==> src/hdl/qte_pkg.sv <==
// ============================================================================
// qte_pkg - shared types and constants for quaternion to Euler conversion
// Widths, CORDIC arctangent table, rounding helper and singularity codes.
// ============================================================================
`default_nettype none

package qte_pkg;

    localparam int QW        = 16;                  // quaternion component width
    localparam int PW        = 32;                  // product width
    localparam int OPW       = 36;                  // atan2 operand width
    localparam int TW        = 32;                  // arcsine operand, Q30 signed
    localparam int NW        = 62;                  // square root radicand width
    localparam int RW        = 31;                  // square root result width
    localparam int CW        = 44;                  // CORDIC datapath width
    localparam int ANGW      = 28;                  // angle, degrees * 65536
    localparam int SQ_STAGES = 31;                  // one root bit per stage
    localparam int NORM_MSB  = 38;                  // normalised magnitude floor
    localparam int KW        = 6;                   // normalise shift width
    localparam int MAX_STEPS = 32;

    localparam int FRAC_BITS = 14;
    localparam int ONE2      = 1 << (2 * FRAC_BITS);
    localparam int HALF2     = 1 << (2 * FRAC_BITS - 1);
    localparam int YAW_SHIFT = 31 - 2 * FRAC_BITS;  // 2*xyzw taken to Q30
    localparam int ANG_90    = 90 * 65536;
    localparam int ROUND_ADD = 256;
    localparam int OUT_SHIFT = 9;
    localparam int YAW_MAX   = 90 * 128;

    localparam logic [NW-1:0] SQ_ONE = NW'(1) << 60;

    // atan(2^-i) in degrees * 65536
    localparam int ATAN_TAB [MAX_STEPS] = '{
        2949120, 1740967, 919879, 466945, 234379, 117304, 58666, 29335,
        14668, 7334, 3667, 1833, 917, 458, 229, 115,
        57, 29, 14, 7, 4, 2, 1, 0,
        0, 0, 0, 0, 0, 0, 0, 0
    };

    typedef enum logic [1:0] {
        SING_NONE = 2'd0,
        SING_POS  = 2'd1,
        SING_NEG  = 2'd2
    } t_sing;

    typedef logic signed [OPW-1:0] t_opnd;

    typedef struct packed {
        t_opnd                roll_y;
        t_opnd                roll_x;
        t_opnd                pitch_y;
        t_opnd                pitch_x;
        logic signed [TW-1:0] yaw_t;
        t_sing                code;
    } t_ops;

    // round half up to 1/128 degree
    function automatic logic signed [ANGW:0] to_deg128(input logic signed [ANGW:0] a);
        return (a + (ANGW + 1)'(ROUND_ADD)) >>> OUT_SHIFT;
    endfunction

endpackage

`default_nettype wire

==> src/hdl/qte_isqrt.sv <==
// ============================================================================
// qte_isqrt - pipelined integer square root
// Floor square root of a radicand up to 2^60, one result bit per stage.
// ============================================================================
`default_nettype none

module qte_isqrt #(
    parameter int SIDE_W = 8
) (
    input  wire                         i_clk,
    input  wire                         i_rst_n,
    input  wire                         i_en,
    input  wire                         i_valid,
    input  wire [qte_pkg::NW-1:0]       i_n,
    input  wire [SIDE_W-1:0]            i_side,
    output logic                        o_valid,
    output logic [qte_pkg::RW-1:0]      o_root,
    output logic [SIDE_W-1:0]           o_side
);

    localparam int STG = qte_pkg::SQ_STAGES;

    logic [qte_pkg::NW-1:0] r_num [STG];
    logic [qte_pkg::NW-1:0] r_res [STG];
    logic [qte_pkg::NW-1:0] n_num [STG];
    logic [qte_pkg::NW-1:0] n_res [STG];
    logic [qte_pkg::NW-1:0] w_nin [STG];
    logic [qte_pkg::NW-1:0] w_rin [STG];
    logic [qte_pkg::NW-1:0] w_bit [STG];
    logic [qte_pkg::NW-1:0] w_try [STG];
    logic [SIDE_W-1:0]      r_side [STG];
    logic                   r_vld [STG];

    always_comb begin
        for (int j = 0; j < STG; j++) begin
            w_nin[j] = (j == 0) ? i_n : r_num[(j == 0) ? 0 : j - 1];
            w_rin[j] = (j == 0) ? '0  : r_res[(j == 0) ? 0 : j - 1];
            w_bit[j] = qte_pkg::NW'(1) << (2 * (STG - 1 - j));
            w_try[j] = w_rin[j] + w_bit[j];
            if (w_nin[j] >= w_try[j]) begin
                n_num[j] = w_nin[j] - w_try[j];
                n_res[j] = (w_rin[j] >> 1) + w_bit[j];
            end else begin
                n_num[j] = w_nin[j];
                n_res[j] = w_rin[j] >> 1;
            end
        end
    end

    always_ff @(posedge i_clk) begin
        if (!i_rst_n) begin
            for (int j = 0; j < STG; j++) begin
                r_vld[j] <= 1'b0;
            end
        end else if (i_en) begin
            for (int j = 0; j < STG; j++) begin
                r_vld[j] <= (j == 0) ? i_valid : r_vld[(j == 0) ? 0 : j - 1];
            end
        end
    end

    always_ff @(posedge i_clk) begin
        if (i_en) begin
            for (int j = 0; j < STG; j++) begin
                r_num[j]  <= n_num[j];
                r_res[j]  <= n_res[j];
                r_side[j] <= (j == 0) ? i_side : r_side[(j == 0) ? 0 : j - 1];
            end
        end
    end

    assign o_valid = r_vld[STG-1];
    assign o_root  = r_res[STG-1][qte_pkg::RW-1:0];
    assign o_side  = r_side[STG-1];

endmodule

`default_nettype wire

==> config.mk <==
export PLATFORM = sky130hd
export DESIGN_NAME = qte_isqrt
export DESIGN_NICKNAME = d
export VERILOG_FILES = /design/src/hdl/qte_pkg.sv /design/src/hdl/qte_isqrt.sv
export SDC_FILE = /design/constraint.sdc
export NUM_CORES = 2
export LEC_CHECK = 0
export BUFFER_PORTS_ARGS = -buffer_cell sky130_fd_sc_hd__buf_2
export CAP_MARGIN = 20
export CORE_ASPECT_RATIO = 0.75
export CORE_UTILIZATION = 43
export DETAILED_ROUTE_END_ITERATION = 7
export SYNTH_ARGS = -nofsm -noshare
export SYNTH_HDL_FRONTEND = slang
export SYNTH_MEMORY_MAX_BITS = 65536
export SYNTH_SLANG_ARGS = --single-unit
==> constraint.sdc <==
create_clock -name i_clk -period 4.5 [get_ports i_clk]
set_input_delay 0.675 -clock i_clk [delete_from_list [all_inputs] [get_ports i_clk]]
set_output_delay 0.675 -clock i_clk [all_outputs]
set_load 0.01 [all_outputs]
==> run summary <==
Status: finished clean
Power Total: 70.1 mW
Distinct cells, synth: 108
Number of flops mapped to enable cells by yosys: 2634
Largest family of logic cells by synthesized area: simple AND/OR/NAND/NOR gates
Multiplexer area fraction after synthesis: 0.747%
Count of state elements after synthesis: 2635
Initial DRC count: 8010
Row Count: 168
Final Max Tran Viols: 0
Max cap viols: 0
CTS buffer count: 275
CTS H-tree lvls: 5
Hold WS: 0.0675 ns
Yosys Warn Count: 0
First-pass GRT wire length: 465 mm
Syn avg cell area: 13.1 um^2
CTS tree: done
Final worst setup slack: 0.213 ns
Fillers: 24100
Largest net degree at the start of global routing: 144
Worst slack, placed: 0.303 ns
Top-Level Pins: 114
Longest Clk Path Bufs: 4
Die area: 284000 um^2
Routed vias: 76100
CP Max Fanout: 7
IO buf count: 113
Max Fclk: 233 MHz
Period utilization: 95.3%
Final Skew: 0.0430 ns
Slew @ Worst Pin: 1.23 ns
Drt wl/cell: 23.0 um
DR DRC count: 0
Pwr per Cell Area: 514 nW/um^2
XOR/XNOR share of the synthesized area: 6.02%
Synth Area in Compound Gates: 8.36%
Final number of hold-violating endpoints: 0
Remaining antenna violation count after routing: 0
CP Launch Type: register
Crit Path Class: reg -> reg
Post-Syn Area: 121000 um^2
Clk slew on worst S/H paths: 0.06 ns
Slew margin rel.: 16.9%
Clock root cell: clkbuf_16
Syn Inst Count: 9238
Required @ worst endpoint: 5.07 ns
Initial Utilization: 43.3%
Detailed Routing Iterations Pass 1: 6
Adder-cell share of the synthesized area: 5.43%
P&R area growth vs syn: 12.6%
Final setup violation count: 0
Register area share after synthesis: 65.4%
Final Wtd Congestion: 0.948
DIE HEIGHT: 462 um
Gr usage total: 21.6%
Post-synth net total: 9837
Vias in the first global route: 71900
CP arrival: 4.85 ns
Lkg Pwr: 50.4 nW
Clock Sinks: 2635
Predominant post-synthesis flop cell: edfxtp_1
Nets: 10200
Core Box Area: 280000 um^2
Fin Setup TNS: 0 ns
Critical Path End Type: register
Total grt overflow: 0
Simple-Gate Fraction of Synth Area: 11.4%
Final wirelength: 313 mm
Hold Crit Class: in -> reg
Dpl hpwl: 236 mm
Vias/cell: 5.59
Post-layout util: 48.7%
Die Width: 615 um
Share of post-route cells with drive strength above 1: 7.84%
Worst IR Drop VDD: 297 uV
RSZ-0062 raised after global routing: no
Initial antenna violation count: 21
Tmin final: 4.29 ns
Ys async rst share: 0%
Clk Latency, worst-skew pair: 0.88 ns
==> placed cells by master, fill, tap and decap left out, types with 27 or more instances in the layout <==
cell type | synthesis | routed
edfxtp_1 | 2634 | 2634
inv_1 | 647 | 647
nand2_1 | 623 | 623
nor2_1 | 560 | 558
ha_1 | 525 | 525
a21oi_1 | 521 | 519
o21ai_0 | 457 | 457
xnor2_1 | 430 | 430
xor2_1 | 402 | 402
nor4_1 | 309 | 306
clkbuf_16 | 0 | 279
nor3_1 | 268 | 268
a21o_1 | 215 | 215
nand4_1 | 150 | 150
nand3_1 | 140 | 140
nand2b_1 | 122 | 122
buf_2 | 9 | 115
buf_4 | 11 | 104
or3_1 | 89 | 89
o21a_1 | 82 | 82
nor2b_1 | 67 | 67
mux2_2 | 65 | 65
dlygate4sd3_1 | 0 | 62
and3_1 | 59 | 59
clkbuf_1 | 154 | 56
or4_1 | 55 | 55
clkinv_1 | 1 | 53
a211oi_1 | 44 | 44
nor4b_1 | 45 | 44
a31oi_1 | 43 | 43
and2_1 | 42 | 42
o21bai_1 | 39 | 39
o31ai_1 | 37 | 37
nand3b_1 | 36 | 36
clkinv_2 | 0 | 34
o211ai_1 | 31 | 31
or2_2 | 27 | 27
buf_12 | 0 | 27
==> logic make-up (layout without fill, tap and decap cells) <==
kind of cell / after synthesis / in the layout
other: 0 / 17
adder cells (fa/ha/maj): 525 / 525
XOR/XNOR: 832 / 832
flip-flops: 2635 / 2635
AND/OR/NAND/NOR: 2688 / 2688
AO/OA/AOI/OAI: 1643 / 1643
multiplexers: 82 / 82
buffers and inverters: 833 / 1440
==> final cells by class <==
| cell class | count | area (um^2) | share of cell area (%) |
|---|---|---|---|
| Inverter | 649 | 2440 | 1.79 |
| Clock inverter | 147 | 1470 | 1.08 |
| Sequential cell | 2635 | 79100 | 58.1 |
| Clock buffer | 335 | 7190 | 5.28 |
| Tap cell | 3740 | 4680 | 3.43 |
| Multi-Input combinational cell | 5770 | 38800 | 28.5 |
| Antenna cell | 17 | 42.5 | 0.0312 |
| Timing Repair Buffer | 309 | 2520 | 1.85 |
==> per-stage QoR <==
step                      std cells  cell area, um^2
after global placement        13000           127000
after detailed placement      13000           127000
final                         13600           136000
after CTS                     13600           136000
after floorplan                9238           121000
after global routing          13600           136000
==> synthesized netlist by cell type, types with 17 or more instances <==
cell type	n	share of area (%)
edfxtp_1	2634	65
inv_1	647	2.0
nand2_1	623	1.9
nor2_1	560	1.7
ha_1	525	5.4
a21oi_1	521	2.2
o21ai_0	457	1.9
xnor2_1	430	3.1
xor2_1	402	2.9
nor4_1	309	1.6
nor3_1	268	1.1
a21o_1	215	1.3
clkbuf_1	154	0.48
nand4_1	150	0.78
nand3_1	140	0.58
nand2b_1	122	0.63
or3_1	89	0.46
o21a_1	82	0.51
nor2b_1	67	0.35
mux2_2	65	0.60
and3_1	59	0.30
or4_1	55	0.34
nor4b_1	45	0.33
a211oi_1	44	0.27
a31oi_1	43	0.22
and2_1	42	0.22
o21bai_1	39	0.24
o31ai_1	37	0.23
nand3b_1	36	0.22
o211ai_1	31	0.19
or2_2	27	0.14
nor3b_1	22	0.14
nand4b_1	18	0.13
a211o_1	17	0.12
==> repair_timing <==
item	CTS	global route
hold endpoints to repair	62	0
endpoints found under the setup margin	0	4
gates resized for setup	0	1
hold buffers	62	0
buffers inserted	0	0
==> final timing paths <==
check,start,end,slack [ns],cells past startpoint
min reg2reg,r_side[0][7],r_side[0][15],0.39,0
max reg2reg,r_num[1][388],r_num[1][495],0.21,12
max,r_num[1][388],r_num[1][495],0.21,12
min,i_n[0],r_num[0][0],0.07,1
==> per-layer routing <==
metal  up-vias  wire [um]  track usage (%)
li1      35400          -                -
met1     37200     155000             34.2
met2      2988     120000             28.7
met3       424      32500             6.55
met4        16       6020             4.61
met5         -         84                0
==> flip-flops by register name, indices dropped and copies added (netlist names) <==
signal / cells
r_vld: 31
r_side: 248
r_res: 496
r_num: 1860
==> power breakdown <==
part	internal [mW]	switching [mW]
sequential	30.9	2.74
combinational	5.58	8.53
clock	12.9	9.42
total	49.4	20.7
==> critical path: stages, from the launching register on <==
cell	delay, ns
edfxtp_1	0.40
ha_1	0.38
nor4b_2	0.77
nand4_1	0.21
buf_4	0.19
nor4_1	0.21
nand4_1	0.17
and4_1	0.25
and3_1	0.25
a2111oi_2	0.47
nand3_1	0.28
nor3b_1	0.33
xor2_1	0.10
(Power assumes the default switching activity.)
